--- src/hw/rtl/csr_pkg.sv ---
// Shared types and constants for the conic scan-line root finder.
// No dependencies; imported by every module in hw/rtl.
package csr_pkg;

  localparam int COEF_W = 32;  // coefficient width, signed fixed point
  localparam int RES_W  = 32;  // root width on the result stream
  localparam int EXT_W  = 13;  // cross_extent width
  localparam int IDX_W  = 3;   // config register index width

  localparam logic [EXT_W-1:0] EXTENT_RST = EXT_W'(4096);

  typedef enum logic [IDX_W-1:0] {
    REG_COEF_XX,
    REG_COEF_XY,
    REG_COEF_YY,
    REG_COEF_X,
    REG_COEF_Y,
    REG_COEF_CONST,
    REG_SOLVE_FOR_Y,
    REG_CROSS_EXTENT
  } csr_reg_t;

  // per-stage control travelling alongside the payload
  typedef struct packed {
    logic vld;
    logic ok;
  } csr_ctl_t;

  typedef struct packed {
    logic [COEF_W-1:0] xx;
    logic [COEF_W-1:0] xy;
    logic [COEF_W-1:0] yy;
    logic [COEF_W-1:0] x;
    logic [COEF_W-1:0] y;
    logic [COEF_W-1:0] cst;
    logic              solve_y;
    logic [EXT_W-1:0]  extent;
  } csr_cfg_t;

  // divisor of the quadratic: coefficient of the solved axis squared
  function automatic logic signed [COEF_W-1:0] csr_divisor(input csr_cfg_t cfg);
    csr_divisor = cfg.solve_y ? $signed(cfg.yy) : $signed(cfg.xx);
  endfunction

endpackage

--- src/hw/rtl/csr_div_cell.sv ---
// One cell of the divider chain: one quotient bit per stage for both roots.
// Depends on csr_pkg; lane 0 carries the plus root, lane 1 the minus root.
module csr_div_cell import csr_pkg::*; #(
  parameter int NW = 62
) (
  input  logic                          clk,
  input  logic                          rst_n,
  input  logic                          adv,
  input  logic [COEF_W-1:0]             dmag,
  input  csr_ctl_t                      ctl_i,
  input  logic [1:0][COEF_W+NW-1:0]     a_i,
  input  logic [1:0]                    neg_i,
  output csr_ctl_t                      ctl_o,
  output logic [1:0][COEF_W+NW-1:0]     a_o,
  output logic [1:0]                    neg_o
);

  localparam int AW = COEF_W + NW;

  csr_ctl_t                ctl_r;
  logic [1:0][AW-1:0]      a_r, a_nxt;
  logic [1:0]              neg_r;
  logic [1:0][COEF_W:0]    t, diff;
  logic [1:0]              ge;

  // a holds {partial remainder, dividend bits still to come / quotient so far}
  always_comb begin
    for (int g = 0; g < 2; g++) begin
      t[g]     = a_i[g][AW-1:NW-1];
      diff[g]  = t[g] - {1'b0, dmag};
      ge[g]    = (t[g] >= {1'b0, dmag});
      a_nxt[g] = {(ge[g] ? diff[g][COEF_W-1:0] : t[g][COEF_W-1:0]),
                  a_i[g][NW-2:0], ge[g]};
    end
  end

  always_ff @(posedge clk) begin
    if (!rst_n) begin
      ctl_r <= '0;
    end else if (adv) begin
      ctl_r <= ctl_i;
    end
  end

  always_ff @(posedge clk) begin
    if (adv) begin
      a_r   <= a_nxt;
      neg_r <= neg_i;
    end
  end

  assign ctl_o = ctl_r;
  assign a_o   = a_r;
  assign neg_o = neg_r;

endmodule

--- config.mk ---
export PLATFORM = sky130hd
export DESIGN_NAME = csr_div_cell
export DESIGN_NICKNAME = d
export VERILOG_FILES = /design/src/hw/rtl/csr_pkg.sv /design/src/hw/rtl/csr_div_cell.sv
export SDC_FILE = /design/constraint.sdc
export NUM_CORES = 1
export LEC_CHECK = 0
export BUFFER_PORTS_ARGS = -buffer_cell sky130_fd_sc_hd__buf_2
export CAP_MARGIN = 20
export CORE_AREA = 4 4 161 163
export CTS_CLUSTER_SIZE = 10
export DETAILED_ROUTE_END_ITERATION = 8
export DIE_AREA = 0 0 165 167
export HOLD_SLACK_MARGIN = 0.12
export PLACE_DENSITY = 0.73
export SLEW_MARGIN = 40
export SYNTH_ARGS = -nofsm -noshare
export SYNTH_HDL_FRONTEND = slang
export SYNTH_SLANG_ARGS = --single-unit
export TNS_END_PERCENT = 10
--- constraint.sdc ---
create_clock -name clk -period 9 [get_ports clk]
set_input_delay 2.25 -clock clk [delete_from_list [all_inputs] [get_ports clk]]
set_output_delay 2.25 -clock clk [all_outputs]
set_load 0.005 [all_outputs]
==> metrics.csv <==
stage;metric;value;unit
route;Vias;8332;
finish;Finished Cell Area;13200;um^2
sta;Setup Skew;0;ns
pwr;Max IR drop VDD;0.0957;mV
finish;fill count;2170;
floorplan;Die X-Extent;165;um
route;post-route ant nets;0;
finish;Post-layout nets;1533;
critical_path;most used cell, CP;nand3_1;
synth;FF+latch count, synth;192;
clock_network;Max clock buf depth;2;
critical_path;Crit-path slowest cell;buf_4;
critical_path;Crit Path Max Fanout;24;
sta;Max Slew Vio Count;0;
synth;Post-synth top flop;edfxtp_1;
floorplan;die height;167;um
route;DR pass1 iterations;4;
sta;final period utilization;60.1;%
synth;Post-Syn Nets;1110;
clock_network;clk_lat worst skew;0.44;ns
synth;EDFF count, synth;190;
route;drt via density;5.27;
clock_network;clock transition at the registers of the reported paths;0.09;ns
sta;Setup TNS;0;ns
sta;final setup violation count;0;
clock_network;CTS sink cnt;192;
synth;Yosys top cell area share;56.7;%
pwr;pwr dens;188;nW/um^2
critical_path;Setup crit end kind;flip-flop;
grt;vias in the first global route;8083;
finish;Cell Count, Final, Fillers Out;1581;
placement;PortBufs;418;
run_status;status;complete, no violations;
grt;Total GRT Usage;23.0;%
synth;Avg Inst Size Synth;12.3;um^2
critical_path;CP Data Arrival Time;5.61;ns
floorplan;Initial Utilization;41.4;%
sta;Final Hold Viols;0;
placement;placed insts;1544;
critical_path;Critical Path RT;9.19;ns
sta;Highest Clock Rate;185;MHz
synth;Yosys top cell by area;edfxtp_1;
min_path;min-delay worst type;flip-flop to flip-flop;
route;wire per inst;21.4;um
clock_network;CTS buffer count;17;
synth;mapped cell area;10100;um^2
floorplan;IO Count;419;
synth;Synth area leaders;edfxtp_1, ha_1, mux2_4, a21oi_1, o21ai_0;
route;initial DRC count;511;
grt;grt ovf;0;
finish;Layout area overhead;30.8;%
critical_path;CP peak stage delay;0.49;ns
synth;Yosys Warn Count;0;
sta;Tmin final;5.41;ns
floorplan;core area;24300;um^2
pwr;leak pwr;5.97;nW
floorplan;row count;57;
critical_path;startpoint types;primary input;
clock_network;post_cts resized;0;
synth;Distinct cells, synth;59;
route;Total Wirelength;33800;um
finish;share of layout cells above drive strength 1;39.2;%
clock_network;root buffer cell;clkbuf_16;
synth;Gate Count Post-Synth;817;
clock_network;Post-CTS Hold Fix Bufs;0;
placement;dpl cell area;12500;um^2
placement;GP Congestion;0.919;
critical_path;crit path cell chain;buf_2, inv_1, ha_1, nand3_1, nor2_1, nand3_1, nor3_1, nand3_1, o21ai_0, o2111ai_1, o21ai_4, buf_4, mux2_2;
sta;Worst slew margin;46.9;%
floorplan;Die ar.;27600;um^2
route;DRC;0;
sta;RSZ-0062 raised after global routing;no;
synth;sequential fraction of the synthesis area;57.1;%
clock_network;Setup Fix Bufs, Post-CTS;0;
grt;first-pass GRT wire length;47900;um
placement;hpwl dp;27000;um
sta;Worst Tran Pin Value;0.795;ns
grt;pin count of the biggest net entering global routing;112;
critical_path;Setup Crit Path Kind;primary input to flip-flop;
grt;initial antenna violation count;10;
clock_network;H-tree depth;4;
synth;Async SR Flop Fraction;0;%
flow_run;max cap viols;0;
clock_network;CTS tree;built;
flip-flops by register name, summed over array words and instances (netlist names):
name and cells:
a_o 188, ctl_o 2, neg_o 2
routing by layer:
layer	share of wire (%)	wire length, um	vias up	GRT usage (%)
met1	37	12700	3976	26.6
met3	9.3	3150	57	7.83
met4	2.5	840	16	6.65
met5	0.33	111	-	0
met2	50	17000	348	40.3
li1	-	-	3935	-
stage by stage:
stage | util, % | power [W] | setup WS, ns | hold slack (ns)
after floorplan | - | 0.00145 | 4.00 | 0.507
after global placement | 51.5 | 0.00171 | 3.28 | 0.499
after detailed placement | 51.5 | 0.00171 | 3.20 | 0.517
after CTS | 54.0 | 0.00250 | 3.66 | 0.540
after global routing | 54.1 | 0.00260 | 3.43 | 0.565
final | 54.2 | 0.00248 | 3.59 | 0.537
worst max-delay path: cells and delay by family:
| kind | cells | cell delay, ns |
|---|---|---|
| muxes | 1 | 0.39 |
| and+or+nand+nor | 5 | 0.85 |
| adders and majority gates | 1 | 0.43 |
| AOI/OAI and AO/OA | 3 | 1.05 |
| buffers and inverters | 3 | 0.63 |
cell usage after synthesis, drive strengths merged, types with 7 or more instances:
master	instances
a21o	27
a21oi	71
a31oi	7
clkbuf	14
edfxtp	190
ha	64
inv	55
mux2	30
mux2i	7
nand2	68
nand3	12
nand4	12
nor2	29
nor2b	8
nor3	14
o21ai	62
o21bai	9
o31ai	8
xnor2	27
xor2	25
cell type report:
type	instances	area (um^2)	area share [%]
multi-input cells	552	4040	30.7
clock buffers	18	429	3.26
flip-flops and latches	192	5750	43.6
repair buffers	422	2160	16.4
well taps	324	405	3.08
diodes	4	10.0	0.0760
clock inverters	14	183	1.39
inverters	55	206	1.57
report_power, final:
part           internal (W)  switching [W]  leakage (nW)
Clock              0.000382       0.000405         0.296
Sequential          0.00110      0.0000239          1.88
Combinational      0.000258       0.000312          3.80
final timing paths:
path                            slack (ns)  endpoint  cells past startpoint     start
worst max-delay path                  3.59  a_o[159]                     13  dmag[17]
worst min-delay path                  0.54  ctl_o[0]                      2  ctl_o[0]
worst max register to register        8.39  ctl_o[1]                      2  ctl_o[1]
worst min register to register        0.54  ctl_o[0]                      2  ctl_o[0]
placed cells by master (no fill, tap or decap), drive strengths merged, types with 3 or more instances in the layout:
cell type  synthesis  layout
clkbuf            14      18
a21boi             3       3
edfxtp           190     190
a21oi             71      71
o21a               4       4
nand2b             6       6
mux2              30      30
mux2i              7       7
and3               5       5
a211oi             6       6
and2               5       5
nor2b              8       8
xor2              25      25
and4               4       4
nand2             68      68
o31ai              8       8
o31a               3       3
inv               55      63
nand3             12      12
xnor2             27      27
nand4             12      12
nor2              29      29
clkinv             0       6
nor3              14      14
buf                4     422
diode              0       4
a31oi              7       7
ha                64      64
o211ai             6       6
o21ai             62      62
a21o              27      27
o21bai             9       9
kinds of logic (layout without fill, tap and decap cells):
kind of cell | count (synthesis) | in the layout | synth area share, %
compound gates | 227 | 227 | 14.1
flops | 192 | 192 | 57.1
simple gates | 170 | 170 | 8.00
buf+inv | 73 | 509 | 2.96
fa+ha+maj | 66 | 66 | 8.35
xor+xnor | 52 | 52 | 4.52
mux | 37 | 37 | 5.02
other cells | 0 | 4 | 0
(Power assumes the default switching activity.)
