<file path="src/hw/rtl/csr_pkg.sv">
// Shared types and constants for the conic scan-line root finder.
// No dependencies; imported by every module in hw/rtl.
package csr_pkg;

  localparam int COEF_W = 32;  // coefficient width, signed fixed point
  localparam int RES_W  = 32;  // root width on the result stream
  localparam int EXT_W  = 13;  // cross_extent width
  localparam int IDX_W  = 3;   // config register index width

  localparam logic [EXT_W-1:0] EXTENT_RST = EXT_W'(4096);

  typedef enum logic [IDX_W-1:0] {
    REG_COEF_XX,
    REG_COEF_XY,
    REG_COEF_YY,
    REG_COEF_X,
    REG_COEF_Y,
    REG_COEF_CONST,
    REG_SOLVE_FOR_Y,
    REG_CROSS_EXTENT
  } csr_reg_t;

  // per-stage control travelling alongside the payload
  typedef struct packed {
    logic vld;
    logic ok;
  } csr_ctl_t;

  typedef struct packed {
    logic [COEF_W-1:0] xx;
    logic [COEF_W-1:0] xy;
    logic [COEF_W-1:0] yy;
    logic [COEF_W-1:0] x;
    logic [COEF_W-1:0] y;
    logic [COEF_W-1:0] cst;
    logic              solve_y;
    logic [EXT_W-1:0]  extent;
  } csr_cfg_t;

  // divisor of the quadratic: coefficient of the solved axis squared
  function automatic logic signed [COEF_W-1:0] csr_divisor(input csr_cfg_t cfg);
    csr_divisor = cfg.solve_y ? $signed(cfg.yy) : $signed(cfg.xx);
  endfunction

endpackage

</file>
<file path="src/hw/rtl/csr_sqrt_cell.sv">
// One cell of the square-root chain: settles one root bit per stage.
// Depends on csr_pkg for the control struct.
module csr_sqrt_cell import csr_pkg::*; #(
  parameter int RW = 45,
  parameter int BW = 45
) (
  input  logic                 clk,
  input  logic                 rst_n,
  input  logic                 adv,
  input  csr_ctl_t             ctl_i,
  input  logic [2*RW-1:0]      rad_i,
  input  logic [RW+2:0]        rem_i,
  input  logic [RW-1:0]        root_i,
  input  logic signed [BW-1:0] b_i,
  output csr_ctl_t             ctl_o,
  output logic [2*RW-1:0]      rad_o,
  output logic [RW+2:0]        rem_o,
  output logic [RW-1:0]        root_o,
  output logic signed [BW-1:0] b_o
);

  localparam int RMW = RW + 3;

  csr_ctl_t              ctl_r;
  logic [2*RW-1:0]       rad_r;
  logic [RMW-1:0]        rem_r, rem_nxt;
  logic [RW-1:0]         root_r, root_nxt;
  logic signed [BW-1:0]  b_r;
  logic [RMW-1:0]        t, trial;
  logic                  ge;

  always_comb begin
    t        = {rem_i[RMW-3:0], rad_i[2*RW-1 -: 2]};
    trial    = {1'b0, root_i, 2'b01};
    ge       = (t >= trial);
    rem_nxt  = ge ? (t - trial) : t;
    root_nxt = {root_i[RW-2:0], ge};
  end

  always_ff @(posedge clk) begin
    if (!rst_n) begin
      ctl_r <= '0;
    end else if (adv) begin
      ctl_r <= ctl_i;
    end
  end

  always_ff @(posedge clk) begin
    if (adv) begin
      rad_r  <= {rad_i[2*RW-3:0], 2'b00};
      rem_r  <= rem_nxt;
      root_r <= root_nxt;
      b_r    <= b_i;
    end
  end

  assign ctl_o  = ctl_r;
  assign rad_o  = rad_r;
  assign rem_o  = rem_r;
  assign root_o = root_r;
  assign b_o    = b_r;

endmodule

</file>
<file path="config.mk">
export PLATFORM = sky130hd
export DESIGN_NAME = csr_sqrt_cell
export DESIGN_NICKNAME = d
export VERILOG_FILES = /design/src/hw/rtl/csr_pkg.sv /design/src/hw/rtl/csr_sqrt_cell.sv
export SDC_FILE = /design/constraint.sdc
export NUM_CORES = 1
export LEC_CHECK = 0
export ABC_CLOCK_PERIOD_IN_PS = 4100
export BUFFER_PORTS_ARGS = -buffer_cell sky130_fd_sc_hd__buf_2
export CAP_MARGIN = 10
export CELL_PAD_IN_SITES_DETAIL_PLACEMENT = 0
export CELL_PAD_IN_SITES_GLOBAL_PLACEMENT = 1
export CORE_AREA = 5 5 175 177
export DETAILED_ROUTE_END_ITERATION = 12
export DIE_AREA = 0 0 180 182
export GPL_ROUTABILITY_DRIVEN = 1
export PLACE_DENSITY = 0.83
export SLEW_MARGIN = 20
export SYNTH_ARGS = -nofsm -noshare
export SYNTH_HDL_FRONTEND = slang
export SYNTH_SLANG_ARGS = --single-unit
</file>
<file path="constraint.sdc">
create_clock -name clk -period 4.1 [get_ports clk]
set_input_delay 0.205 -clock clk [delete_from_list [all_inputs] [get_ports clk]]
set_output_delay 0.205 -clock clk [all_outputs]
set_load 0.01 [all_outputs]
</file>
==> results.sh <==
export IMPL_finalSetupTns_ns=0
export IMPL_r2r_cells=3
export IMPL_placed_area_mm2=0.01317
export IMPL_synth_top_area_frac=0.6530
export IMPL_clockPowerShare=0.358
export IMPL_drt_initial_drc_count=481
export IMPL_dieArea_mm2=0.03276
export IMPL_synth_edf_count=226
export IMPL_reg2reg_setup_slack_ns=2.85
export IMPL_critPathRequiredTime_ns=4.36
export IMPL_viasPerCell=4.875
export IMPL_ys_top_cells_by_count="226 x edfxtp_1, 81 x nand2_1, 59 x o21ai_0, 57 x inv_1, 55 x a21oi_1"
export IMPL_die_y_um=182
export IMPL_drt_pass1_iter_count=5
export IMPL_r2r_start="ctl_o[1]$_SDFFE_PN0P_"
export IMPL_r2r_end="ctl_o[1]$_SDFFE_PN0P_"
export IMPL_crit_chain="dlygate4sd3_1, buf_2, ha_1, a21oi_1, nand2b_1, nand2b_1, o21bai_1, a31oi_1, o221ai_1, nor2_4, buf_12, nor2_1, mux2_1"
export IMPL_critPathCaptureType="flop"
export IMPL_critPathBufInv=3
export IMPL_setup_viol=0
export IMPL_drc=0
export IMPL_p_leak_uw=0.007042
export IMPL_cts_tree="done"
export IMPL_via_count=9229
export IMPL_p_comb_frac=0.203
export IMPL_cpMostUsedCell="nand2b_1"
export IMPL_fmax_mhz=275.6
export IMPL_grt_ovfl_total=0
export IMPL_ant_nets=0
export IMPL_worstMarginPinSlew_ns=0.9160
export IMPL_wl_per_cell_um=20.11
export IMPL_status="complete, no violations"
export IMPL_io_pins=463
export IMPL_io_buffers=458
export IMPL_antenna_found_initial=1
export IMPL_power_density_mw_per_mm2=405.5
export IMPL_cp_top_family="simple AND/OR/NAND/NOR gates"
export IMPL_critPathKind="in -> reg"
export IMPL_whs_endpoint="rem_o[27]$_DFFE_PP_"
export IMPL_syn_inst=797
export IMPL_drive_gt1_frac=0.3455
export IMPL_clk_pin_slew_ns=0.06
export IMPL_clk_path_buf_depth=3
export IMPL_hp_class="in -> reg"
export IMPL_period_share=0.8849
export IMPL_yosys_area_top_type="edfxtp_1"
export IMPL_routed_wl_mm=38.06
export IMPL_synthArstFlopShare=0
export IMPL_p_int_uw=4858
export IMPL_layout_cells_non_filler=1893
export IMPL_cts_num_sinks=228
export IMPL_grt_pass1_wl_mm=57.28
export IMPL_hold_start="rem_i[25]"
export IMPL_grtUsageTotal=0.2216
export IMPL_synth_cell_types=62
export IMPL_gp_congestion=0.9267
export IMPL_slew_headroom=0.3893
export IMPL_initial_core_util=0.3573
export IMPL_cpPeakStageDelay_ns=0.72
export IMPL_ys_ff_latch=228
export IMPL_path_max_fanout=34
export IMPL_startpoint_type="primary input"
export IMPL_htree_levels=1
export IMPL_avgSynthCellArea_um2=13.04
export IMPL_worstSkewPairLatency_ns=0.51
export IMPL_ys_flop_type="edfxtp_1"
export IMPL_design_area_mm2=0.01622
export IMPL_cts_root_buf="clkbuf_16"
export IMPL_finalCriticalPeriod_ns=3.628
export IMPL_hold_violations=0
export IMPL_hpwl_mm=26.85
export IMPL_critical_path_slowest_cell="nor2_4"
export IMPL_syn_cell_area_mm2=0.01039
export IMPL_nets=1766
export IMPL_slew_violations=0
export IMPL_timing_hold_ws_ns=0.02812
export IMPL_grt_pass1_vias=9449
export IMPL_p_sw_uw=1718
export IMPL_p_seq_frac=0.440
export IMPL_worstHoldPathCells=3
export IMPL_rsz0062_at_grt="false"
export IMPL_drv_cap=0
export IMPL_yosysSeqAreaShare=0.6569
export IMPL_cts_buffers=25
export IMPL_grt_max_degree=120
export IMPL_cp_arrival_ns=3.89
export IMPL_fp_row_count=63
export IMPL_yosys_top_cells_area="edfxtp_1 65%, ha_1 5.7%, nand2_1 2.9%, o21ai_0 2.8%, a21oi_1 2.6%"
export IMPL_area_growth_pct=56.04
export IMPL_die_x_um=180
export IMPL_final_util=0.5575
export IMPL_dp_cells=1630
export IMPL_yosysWarnings=0
export IMPL_core_area_mm2=0.02909
export IMPL_swShare=0.2613
export IMPL_max_vdd_ir_drop_v=0.0003107
export IMPL_finClkSkew_ns=0
export IMPL_synth_most_common_cell="edfxtp_1"
export IMPL_ctsResizeCount=0
## power groups by stage
stage | combinational, uW | sequential, uW | clock [uW]
final | 1330 | 2890 | 2350
after global routing | 1450 | 2910 | 2520
after CTS | 1330 | 2880 | 2400
after detailed placement | 1150 | 2930 | 0
after global placement | 1140 | 2920 | 0
after floorplan | 460 | 3060 | 0
## metrics by stage
step                setup slack (ns)  power (uW)
floorplan                      1.311        3521
global placement              0.4533        4062
detailed placement            0.3900        4078
CTS                           0.4070        6619
global route                  0.1663        6875
finish                        0.4717        6576
## placed cells by master, fill, tap and decap left out, types with 21 or more instances in the layout
master,n
nor2_1,26
inv_1,57
dlygate4sd3_1,219
xnor2_1,21
a21o_1,24
edfxtp_1,226
a21oi_1,55
nand2_1,81
buf_2,457
ha_1,47
clkbuf_16,25
o21ai_0,59
## flip-flops by register name, summed over array words and instances (netlist names)
| register | cells |
|---|---|
| b_o | 45 |
| ctl_o | 2 |
| rad_o | 88 |
| rem_o | 48 |
| root_o | 45 |
## worst register-to-register path: cells and delay by family, from the launching register on
family	cells	cell delay, ns
and+or+nand+nor	1	0.06
buffers and inverters	1	0.57
muxes	1	0.17
DFF	1	0.33
## how the worst max path moves through the flow
stage | from | endpoint | slack, ns | cells after the start
final | rem_i[33] | rem_o[47]$_DFFE_PP_ | 0.47 | 13
after global routing | root_i[16] | rem_o[17]$_DFFE_PP_ | 0.17 | 14
after CTS | root_i[16] | rem_o[17]$_DFFE_PP_ | 0.41 | 14
after detailed placement | root_i[13] | rem_o[17]$_DFFE_PP_ | 0.39 | 13
after global placement | root_i[16] | rem_o[17]$_DFFE_PP_ | 0.45 | 13
after floorplan | root_i[8] | rem_o[45]$_DFFE_PP_ | 1.31 | 12
## per-layer routing
layer,global-route usage,up-vias,part of all wire
li1,-,4357,-
met1,0.2630,4420,0.39
met2,0.3975,367,0.51
met3,0.05529,85,0.068
met4,0.06736,0,0.034
met5,0,-,0
## cells by family after synthesis
| family | synth area share |
|---|---|
| muxes | 0.005057 |
| adders and majority gates | 0.05659 |
| AOI/OAI and AO/OA | 0.1334 |
| and+or+nand+nor | 0.08235 |
| buffers and inverters | 0.03251 |
| other | 0.0003608 |
| DFF | 0.6569 |
| xor gates and xnor gates | 0.03287 |
## area by class of cell
| cell class | instances | area, um^2 |
|---|---|---|
| repair buffers | 689 | 4597 |
| well taps | 390 | 488.0 |
| diodes | 1 | 2.502 |
| flip-flops and latches | 228 | 6827 |
| fillers | 2348 | 12870 |
| multi-input cells | 485 | 3239 |
| clock buffers | 28 | 636.9 |
| inverters | 57 | 214.0 |
| clock inverters | 15 | 212.7 |
## timing repair
action / 4_1_cts / 5_1_grt
hold buffers: 219 / 0
setup buffers: 0 / 0
setup endpoints to repair: 0 / 0
endpoints found under the hold margin: 218 / 0
(Power assumes the default switching activity.)
