[config.mk]
export PLATFORM = sky130hd
export DESIGN_NAME = csr_back
export DESIGN_NICKNAME = d
export VERILOG_FILES = /design/src/hw/rtl/csr_pkg.sv /design/src/hw/rtl/csr_back.sv
export SDC_FILE = /design/constraint.sdc
export NUM_CORES = 1
export LEC_CHECK = 0
export BUFFER_PORTS_ARGS = -buffer_cell sky130_fd_sc_hd__buf_2
export CAP_MARGIN = 20
export CELL_PAD_IN_SITES_DETAIL_PLACEMENT = 1
export CELL_PAD_IN_SITES_GLOBAL_PLACEMENT = 1
export CORE_ASPECT_RATIO = 0.8
export CORE_MARGIN = 4
export CORE_UTILIZATION = 33
export CTS_BUF_LIST = sky130_fd_sc_hd__clkbuf_8 sky130_fd_sc_hd__clkbuf_16
export DETAILED_ROUTE_END_ITERATION = 10
export GPL_TIMING_DRIVEN = 0
export PLACE_DENSITY_LB_ADDON = 0.1
export SKIP_CTS_REPAIR_TIMING = 1
export SYNTH_ARGS = -nofsm -noshare
export SYNTH_HDL_FRONTEND = slang
export SYNTH_SLANG_ARGS = --single-unit
export TNS_END_PERCENT = 5
[constraint.sdc]
create_clock -name clk -period 4.7 [get_ports clk]
set_input_delay 0.705 -clock clk [delete_from_list [all_inputs] [get_ports clk]]
set_output_delay 0.705 -clock clk [all_outputs]
set_load 0.02 [all_outputs]
[src/hw/rtl/csr_pkg.sv]
// Shared types and constants for the conic scan-line root finder.
// No dependencies; imported by every module in hw/rtl.
package csr_pkg;

  localparam int COEF_W = 32;  // coefficient width, signed fixed point
  localparam int RES_W  = 32;  // root width on the result stream
  localparam int EXT_W  = 13;  // cross_extent width
  localparam int IDX_W  = 3;   // config register index width

  localparam logic [EXT_W-1:0] EXTENT_RST = EXT_W'(4096);

  typedef enum logic [IDX_W-1:0] {
    REG_COEF_XX,
    REG_COEF_XY,
    REG_COEF_YY,
    REG_COEF_X,
    REG_COEF_Y,
    REG_COEF_CONST,
    REG_SOLVE_FOR_Y,
    REG_CROSS_EXTENT
  } csr_reg_t;

  // per-stage control travelling alongside the payload
  typedef struct packed {
    logic vld;
    logic ok;
  } csr_ctl_t;

  typedef struct packed {
    logic [COEF_W-1:0] xx;
    logic [COEF_W-1:0] xy;
    logic [COEF_W-1:0] yy;
    logic [COEF_W-1:0] x;
    logic [COEF_W-1:0] y;
    logic [COEF_W-1:0] cst;
    logic              solve_y;
    logic [EXT_W-1:0]  extent;
  } csr_cfg_t;

  // divisor of the quadratic: coefficient of the solved axis squared
  function automatic logic signed [COEF_W-1:0] csr_divisor(input csr_cfg_t cfg);
    csr_divisor = cfg.solve_y ? $signed(cfg.yy) : $signed(cfg.xx);
  endfunction

endpackage

[src/hw/rtl/csr_back.sv]
// Back end: floors the signed quotients, clamps to Q16.16 and checks the extent.
// Depends on csr_pkg; holds the output register of the result stream.
module csr_back import csr_pkg::*; #(
  parameter int NW = 62,
  parameter int FB = 16
) (
  input  logic                      clk,
  input  logic                      rst_n,
  input  logic                      adv,
  input  csr_cfg_t                  cfg,
  input  csr_ctl_t                  ctl_i,
  input  logic [1:0][COEF_W+NW-1:0] a_i,
  input  logic [1:0]                neg_i,
  output logic                      vld_o,
  output logic                      has_o,
  output logic [RES_W-1:0]          rp_o,
  output logic [RES_W-1:0]          rm_o,
  output logic                      pin_o,
  output logic                      min_o,
  output logic                      sat_o
);

  localparam int AW = COEF_W + NW;

  csr_ctl_t               ctl1_r;
  logic [1:0][NW:0]       r1_r, r1_nxt;
  logic [1:0][NW-1:0]     qm;
  logic [1:0]             remnz, ovp, ovn, ins;
  logic [1:0][RES_W-1:0]  cl;
  logic [NW-1:0]          limit;

  logic                   vld_r, has_r, pin_r, min_r, sat_r;
  logic [RES_W-1:0]       rp_r, rm_r;

  always_comb begin
    limit = NW'({cfg.extent, {FB{1'b0}}});
    for (int g = 0; g < 2; g++) begin
      qm[g]    = a_i[g][NW-1:0];
      remnz[g] = |a_i[g][AW-1:NW];
      // toward minus infinity: -q, less one more when the division was inexact
      if (neg_i[g]) begin
        r1_nxt[g] = remnz[g] ? ~{1'b0, qm[g]} : -{1'b0, qm[g]};
      end else begin
        r1_nxt[g] = {1'b0, qm[g]};
      end
      ovp[g] = !r1_r[g][NW] && (|r1_r[g][NW-1:RES_W-1]);
      ovn[g] = r1_r[g][NW] && !(&r1_r[g][NW-1:RES_W-1]);
      if (ovp[g]) begin
        cl[g] = {1'b0, {(RES_W-1){1'b1}}};
      end else if (ovn[g]) begin
        cl[g] = {1'b1, {(RES_W-1){1'b0}}};
      end else begin
        cl[g] = r1_r[g][RES_W-1:0];
      end
      ins[g] = !r1_r[g][NW] && (r1_r[g][NW-1:0] < limit);
    end
  end

  always_ff @(posedge clk) begin
    if (!rst_n) begin
      ctl1_r <= '0;
      vld_r  <= 1'b0;
    end else if (adv) begin
      ctl1_r <= ctl_i;
      vld_r  <= ctl1_r.vld;
    end
  end

  always_ff @(posedge clk) begin
    if (adv) begin
      r1_r  <= r1_nxt;
      has_r <= ctl1_r.ok;
      rp_r  <= ctl1_r.ok ? cl[0] : '0;
      rm_r  <= ctl1_r.ok ? cl[1] : '0;
      pin_r <= ctl1_r.ok && ins[0];
      min_r <= ctl1_r.ok && ins[1];
      sat_r <= ctl1_r.ok && (|ovp || |ovn);
    end
  end

  assign vld_o = vld_r;
  assign has_o = has_r;
  assign rp_o  = rp_r;
  assign rm_o  = rm_r;
  assign pin_o = pin_r;
  assign min_o = min_r;
  assign sat_o = sat_r;

endmodule

==> results.yml, run 1 <==
clock_tree:
  ctsHtreeMaxLevel: 4
  clock_latency_ps: 450
  clkSlewWorstSetupHoldPaths_ps: 80
  cts_tree: "done"
  clock-sinks: 197
  numCtsBuffers: 17
  cts-root-buf: "clkbuf_16"
  clock_path_buffers: 2
power:
  p_int_mw: 3.06
  clkPwrFrac: 0.347
  seq_power_share: 0.518
  p_switching_mw: 1.17
  p_per_area_nw_per_um2: 331
  p_comb_frac: 0.135
  p_total_mw: 4.23
  vdd_ir_drop_max_mv: 0.220
  switching_share: 0.277
  leakage_nw: 4.66
placement:
  portBuffers: 274
  gp_congestion: 0.796
  place_hpwl_um: 25200
synthesis:
  syn_avg_cell_area_um2: 12.0
  yosys-top-cells-count: "edfxtp_1 (194), xnor2_1 (116), nor2_1 (83)"
  yosysMostFrequentCell: "edfxtp_1"
  synth_seq_cells: 197
  syn_nets: 1281
  synth.top_cell.area_share: 0.567
  ys_warn_count: 0
  ys_async_sr_fraction: 0
  synth_edf_count: 194
  yosysTopAreaCell: "edfxtp_1"
  synth_area_leaders: "edfxtp_1 (57%), xnor2_1 (9.9%), ha_1 (3.2%)"
  yosysSeqAreaShare: 0.573
  synth.distinct_cells: 45
  synth-main-ff-cell: "edfxtp_1"
  synth_area_um2: 10300
  synthCells: 854
worst_setup_path:
  worst-path-max-fanout: 10
  crit_required_ps: 4890
  critical_path_class: "in -> reg"
  worst_path_max_delay_cell: "or4_4"
  cp.arrival_ps: 3530
  endpoint_kind: "flip-flop"
  r2r_slack_ps: 2260
  slowest_delay_ps: 550
  crit_chain: "buf_2, or4_4, or4_4, nor4_1, nand3_1, buf_2, o31ai_1, xnor2_1"
  cp-start-kind: "input port"
floorplan:
  die_x_um: 205
  rows: 57
  initial_core_util: 0.336
  core_area_um2: 30500
  die_h_um: 166
  ios: 470
  die_area_um2: 34000
timing:
  max_slew.worst_pin.slew_ps: 777
  rsz0062_at_grt: "false"
  setup_violations: 0
  hold_violations: 0
  slew_violations: 0
  hold_slack_ps: 495
  finalClockSkew_ps: 18.9
  min_period_ps: 3340
  setup-tns-final_ps: 0
  fin_crit_sh: 0.711
  max_freq_ghz: 0.299
  relSlewSlack: 0.482
detailed_routing:
  finalWirelength_um: 32300
  drc: 0
  drt-wirelength-per-cell_um: 20.5
  vias: 8117
  drt-met1-wl_um: 16200
  final_antenna_net_count: 0
  top_layer: "met4"
  wl_met3_um: 1540
  drt_iter0_drc: 450
  dr.pass1.iters: 5
  vias_per_cell: 5.15
  dr_wl_met2_um: 14200
min_path:
  hp-class: "in -> reg"
run:
  drv_cap: 0
cells_and_area:
  drive_above_1_share: 0.281
  fillers: 3431
  fin_nets: 1575
  areaGrowthSynthToFinish_pct: 24.5
grt:
  grt_max_degree: 114
  grt.overflow.total: 0
  grt_usage: 0.187
  grt_pass1_vias: 8330
  grt_pass1_wl_um: 48900
  antenna_found_initial: 2
run_status:
  status: "complete, no violations"
-- per-layer routing --
layer  GRT usage  up-vias
li1            -     3903
met1       0.282     4003
met4      0.0457        0
met5           0        -
met2       0.278      185
met3      0.0351       26
-- final cells by class --
class,instances,area (um2),area share
sequential,197,5890,0.460
timing repair buffer,275,1410,0.110
clock buffer,17,425,0.0333
buffer,34,131,0.0103
inverter,20,75.1,0.00587
clock inverter,15,161,0.0126
multi-input combinational,603,4170,0.327
antenna,2,5.00,0.000392
tap,413,517,0.0404
-- critical path: cells and delay by family --
family                    cells  cell delay [ps]
buffers and inverters         2              420
xor gates and xnor gates      1              120
AOI/OAI and AO/OA             1              340
and+or+nand+nor               4             1930
-- metrics by stage --
stage | instance area, um2 | std cells | util | worst slack (ps)
final | 12800 | 1576 | 0.419 | 1360
after global routing | 12800 | 1576 | 0.419 | 1220
after CTS | 12800 | 1574 | 0.419 | 1430
after detailed placement | 12200 | 1542 | 0.399 | 951
after global placement | 12200 | 1541 | 0.398 | 106
after floorplan | 10300 | 854 | - | 1580
-- cells in the final DEF (no fill, tap or decap), types with 4 or more instances in the layout --
master	netlist	layout
xnor2_1	116	116
clkbuf_1	29	29
nand2_1	41	41
a31oi_1	4	4
nand3_1	17	17
a21o_1	4	4
nor3_1	14	14
or4_4	5	5
o21a_1	32	32
a21oi_1	8	8
inv_1	20	21
edfxtp_1	194	194
buf_2	3	276
o31a_1	5	5
nor2_1	83	83
nor2b_1	5	5
o31ai_1	42	42
ha_1	26	26
nand4_1	25	25
inv_6	0	4
or4_1	13	13
clkinv_8	0	4
clkbuf_16	0	17
xor2_1	6	6
o21ai_0	36	36
nor4_1	47	47
nand2b_1	6	6
or3_1	14	14
o41ai_1	25	25
-- worst paths after layout --
check,from,to,cells after the start
worst max-delay path,a_i[100],r1_r[112],8
worst min-delay path,rst_n,vld_o,2
worst max register to register,r1_r[101],rm_o[28],6
worst min register to register,vld_o,vld_o,2
-- kinds of logic (layout without fill, tap and decap cells) --
family	Yosys count	in the layout	synth area share
other	0	2	0
flip-flops	197	197	0.573
AO/OA/AOI/OAI	169	169	0.119
AND/OR/NAND/NOR	283	283	0.149
XOR/XNOR	122	122	0.104
multiplexers	3	3	0.00293
buffers and inverters	54	361	0.0201
adder cells (fa/ha/maj)	26	26	0.0317
-- power groups by stage --
stage	combinational, mW	sequential (mW)	clock [mW]
finish	0.573	2.19	1.47
global route	0.638	2.21	1.58
CTS	0.580	2.19	1.51
detailed placement	0.578	2.23	0
global placement	0.561	2.24	0
floorplan	0.252	2.24	0
-- state kept, by name, summed over array words and instances (netlist names) --
name	cells
has_o	1
vld_o	1
min_o	1
r1_r	126
rm_o	32
pin_o	1
rp_o	32
sat_o	1
ctl1_r	2
No activity file was read; power rests on OpenSTA's default activity.
==> inputs of run 2 (changes only) <==
Clock period 4.7 ns to 3.2 ns, I/O delays scaled along.
==> results.yml, run 2 (synthesized netlist as in run 1, its figures left out) <==
detailed_routing:
  final_antenna_net_count: 0
  dr.pass1.iters: 4
  drt_iter0_drc: 409
  drc: 0
  drt-wirelength-per-cell_um: 20.5
  vias: 8122
  finalWirelength_um: 32300
  vias_per_cell: 5.15
timing:
  max_freq_ghz: 0.332
  relSlewSlack: 0.498
  fin_crit_sh: 0.941
  finalClockSkew_ps: 19.0
  setup_violations: 0
  slew_violations: 0
  rsz0062_at_grt: "false"
  min_period_ps: 3010
  hold_violations: 0
  max_slew.worst_pin.slew_ps: 752
  worst_slack_ps: 190
power:
  p_per_area_nw_per_um2: 486
  p_total_mw: 6.22
  leakage_nw: 4.66
  vdd_ir_drop_max_mv: 0.319
clock_tree:
  cts-root-buf: "clkbuf_16"
  clock_path_buffers: 2
  cts_tree: "done"
  clock-sinks: 197
  clock_latency_ps: 450
  numCtsBuffers: 17
  ctsHtreeMaxLevel: 4
  clkSlewWorstSetupHoldPaths_ps: 80
placement:
  place_hpwl_um: 25200
  dp_cells: 1542
  place_ws_ps: -324
  portBuffers: 274
  gp_congestion: 0.796
  place_area_um2: 12200
floorplan:
  ios: 470
  core_area_um2: 30500
  die_x_um: 205
  die_h_um: 166
  die_area_um2: 34000
  initial_core_util: 0.336
  rows: 57
cells_and_area:
  drive_above_1_share: 0.282
  largest_reg_flops: 126
  fin_nets: 1575
  fin_cells: 1576
  final_common_cell: "buf_2"
  fillers: 3432
  mostFrequentLayoutCells: "buf_2 (276), edfxtp_1 (194), xnor2_1 (116)"
  design_area_um2: 12800
  areaGrowthSynthToFinish_pct: 24.6
  top_register: "r1_r"
  multi_input_area_um2: 4180
  seq_area_um2: 5890
worst_setup_path:
  endpoint_kind: "flip-flop"
  crit_required_ps: 3390
  critical_path_class: "in -> reg"
  worst-path-max-fanout: 10
  cp.arrival_ps: 3200
  cp-start-kind: "input port"
grt:
  grt_pass1_vias: 8330
  antenna_found_initial: 2
  met3_usage: 0.0351
  grt.overflow.total: 0
  gr-usage-met1: 0.282
  grt_busiest_layer: "met1"
  grt_pass1_wl_um: 48900
  grt_max_degree: 114
  grt_util_met2: 0.278
  grt_usage: 0.187
run:
  drv_cap: 0
run_status:
  status: "complete, no violations"
min_path:
  hp-class: "in -> reg"
run 2: power breakdown:
group / internal (mW) / switching [mW] / leakage [nW]
Clock: 1.05 / 1.11 / 0.283
Sequential: 3.11 / 0.115 / 1.96
Combinational: 0.347 / 0.495 / 2.42
run 2: layer usage:
layer  part of all wire  up-vias
met5                  0        -
met1               0.51     4025
met3              0.043       21
met2               0.44      179
met4              0.011        0
li1                   -     3897
run 2: final cells by class:
| class | instances | area share |
|---|---|---|
| diodes | 2 | 0.000391 |
| plain buffers | 34 | 0.0103 |
| clock buffers | 17 | 0.0333 |
| clock inverters | 15 | 0.0126 |
| inverters | 20 | 0.00587 |
| multi-input cells | 603 | 0.327 |
| flip-flops and latches | 197 | 0.460 |
| well taps | 413 | 0.0404 |
| repair buffers | 275 | 0.110 |
run 2: through the flow:
step	setup TNS [ps]	hold WS, ps	utilization
2_1_floorplan	0	482	-
3_3_place_gp	-222770	496	0.398
3_5_place_dp	-5620	502	0.399
4_1_cts	0	245	0.419
5_1_grt	0	272	0.419
6_report	0	273	0.419
run 2: final timing paths:
| kind | cells after the start | endpoint | slack (ps) | from |
|---|---|---|---|---|
| hold reg to reg | 2 | vld_o | 520 | vld_o |
| hold / removal | 2 | vld_o | 270 | rst_n |
| setup reg to reg | 6 | rm_o[28] | 740 | r1_r[101] |
| setup / recovery | 8 | r1_r[56] | 190 | a_i[20] |
run 2: worst max-delay path, cell delays in order:
cell and delay (ps):
buf_2 120, or4_4 560, or4_4 470, nor4_2 340, nand4_1 410, buf_2 360, o41ai_1 340, xnor2_1 110
==> inputs of run 3 (changes only) <==
Settings changed: GPL_TIMING_DRIVEN 0 to unset.
==> results.yml, run 3 (synthesized netlist as in run 1, its figures left out) <==
run_status:
  status: "complete, no violations"
cells_and_area:
  fillers: 3395
  mostFrequentLayoutCells: "buf_2 (275), edfxtp_1 (194), xnor2_1 (116)"
  multi_input_area_um2: 4190
  largest_reg_flops: 126
  areaGrowthSynthToFinish_pct: 26.0
  seq_area_um2: 5890
  utilization: 0.424
  final_common_cell: "buf_2"
  fin_nets: 1576
  top_register: "r1_r"
  drive_above_1_share: 0.310
grt:
  grt.overflow.total: 0
  grt_pass1_wl_um: 47600
  grt_max_degree: 61
  antenna_found_initial: 1
  grt_usage: 0.178
  grt_pass1_vias: 8408
detailed_routing:
  finalWirelength_um: 30500
  drt_iter0_drc: 362
  final_antenna_net_count: 0
  vias_per_cell: 5.06
  drc: 0
  wl_met3_um: 1440
  drt-met1-wl_um: 14800
  dr_wl_met2_um: 13900
  vias: 7975
  drt-wirelength-per-cell_um: 19.3
  top_layer: "met4"
  dr.pass1.iters: 7
worst_setup_path:
  endpoint_kind: "flip-flop"
  crit_start: "a_i[38]"
  slowest_delay_ps: 560
  critPathTopFamily: "simple AND/OR/NAND/NOR gates"
  cp-start-kind: "input port"
  r2r_start: "r1_r[112]"
  crit_chain: "buf_2, or4_4, nand2b_4, or4_1, or4b_4, o41ai_2, xnor2_1"
  crit_required_ps: 3370
  worst_path_max_delay_cell: "or4b_4"
  worst-path-max-fanout: 4
  critical_path_class: "in -> reg"
  cp.arrival_ps: 2930
  worstPathBufferInverterCount: 1
power:
  leakage_nw: 4.79
  p_per_area_nw_per_um2: 482
  vdd_ir_drop_max_mv: 0.318
timing:
  max_freq_ghz: 0.363
  fin_crit_sh: 0.862
  finalClockSkew_ps: 10.6
  min_period_ps: 2760
  max_slew.worst_pin.slew_ps: 718
  rsz0062_at_grt: "false"
  worst_slack_ps: 443
  hold_violations: 0
  setup_violations: 0
  slew_violations: 0
  relSlewSlack: 0.521
floorplan:
  die_x_um: 205
  ios: 470
  die_h_um: 166
  initial_core_util: 0.336
  core_area_um2: 30500
  rows: 57
  die_area_um2: 34000
clock_tree:
  numCtsBuffers: 17
  clkSlewWorstSetupHoldPaths_ps: 70
  clock_latency_ps: 440
  ctsHtreeMaxLevel: 4
  cts-root-buf: "clkbuf_16"
  cts_tree: "done"
  clock-sinks: 197
  clock_path_buffers: 2
placement:
  gp_congestion: 0.792
  place_hpwl_um: 23500
  portBuffers: 276
  place_ws_ps: 10.2
min_path:
  min_from: "rst_n"
  hp-class: "in -> reg"
run:
  drv_cap: 0
run 3: worst paths after layout:
kind	end	slack [ps]	depth (start not counted)
max reg2reg	sat_o	970	6
max	r1_r[55]	440	7
min	ctl1_r[0]	290	2
min reg2reg	rm_o[14]	530	1
run 3: layout make-up:
class / count / share of cell area
clock buffer: 17 / 0.0329
antenna: 2 / 0.000387
sequential: 197 / 0.455
multi-input combinational: 603 / 0.324
inverter: 20 / 0.00580
timing repair buffer: 310 / 0.129
clock inverter: 14 / 0.0130
tap: 413 / 0.0400
run 3: stage by stage:
step | hold WS [ps] | instances | TNS (ps) | instance area [um2] | power [mW]
final | 290 | 1576 | 0 | 12900 | 6.24
after global placement | 496 | 1543 | -0.566 | 12300 | 4.09
after floorplan | 482 | 854 | 0 | 10300 | 3.67
after CTS | 270 | 1574 | 0 | 12900 | 6.33
after detailed placement | 521 | 1543 | 0 | 12300 | 4.12
after global routing | 289 | 1575 | 0 | 12900 | 6.54
run 3: per-layer routing:
| metal | up-vias | GRT usage |
|---|---|---|
| li1 | 3888 | - |
| met4 | 0 | 0.0390 |
| met2 | 176 | 0.274 |
| met1 | 3890 | 0.261 |
| met3 | 21 | 0.0383 |
| met5 | - | 0 |
run 3: worst register-to-register path, delay by kind of cell (launching register included):
kind | cells | cell delay (ps)
buf+inv | 1 | 250
compound gates | 1 | 400
flops | 1 | 400
simple gates | 4 | 930
run 3: power breakdown:
part           switching [mW]  internal (mW)
combinational           0.478          0.354
sequential              0.111           3.11
clock                    1.01           1.17
total                    1.60           4.63
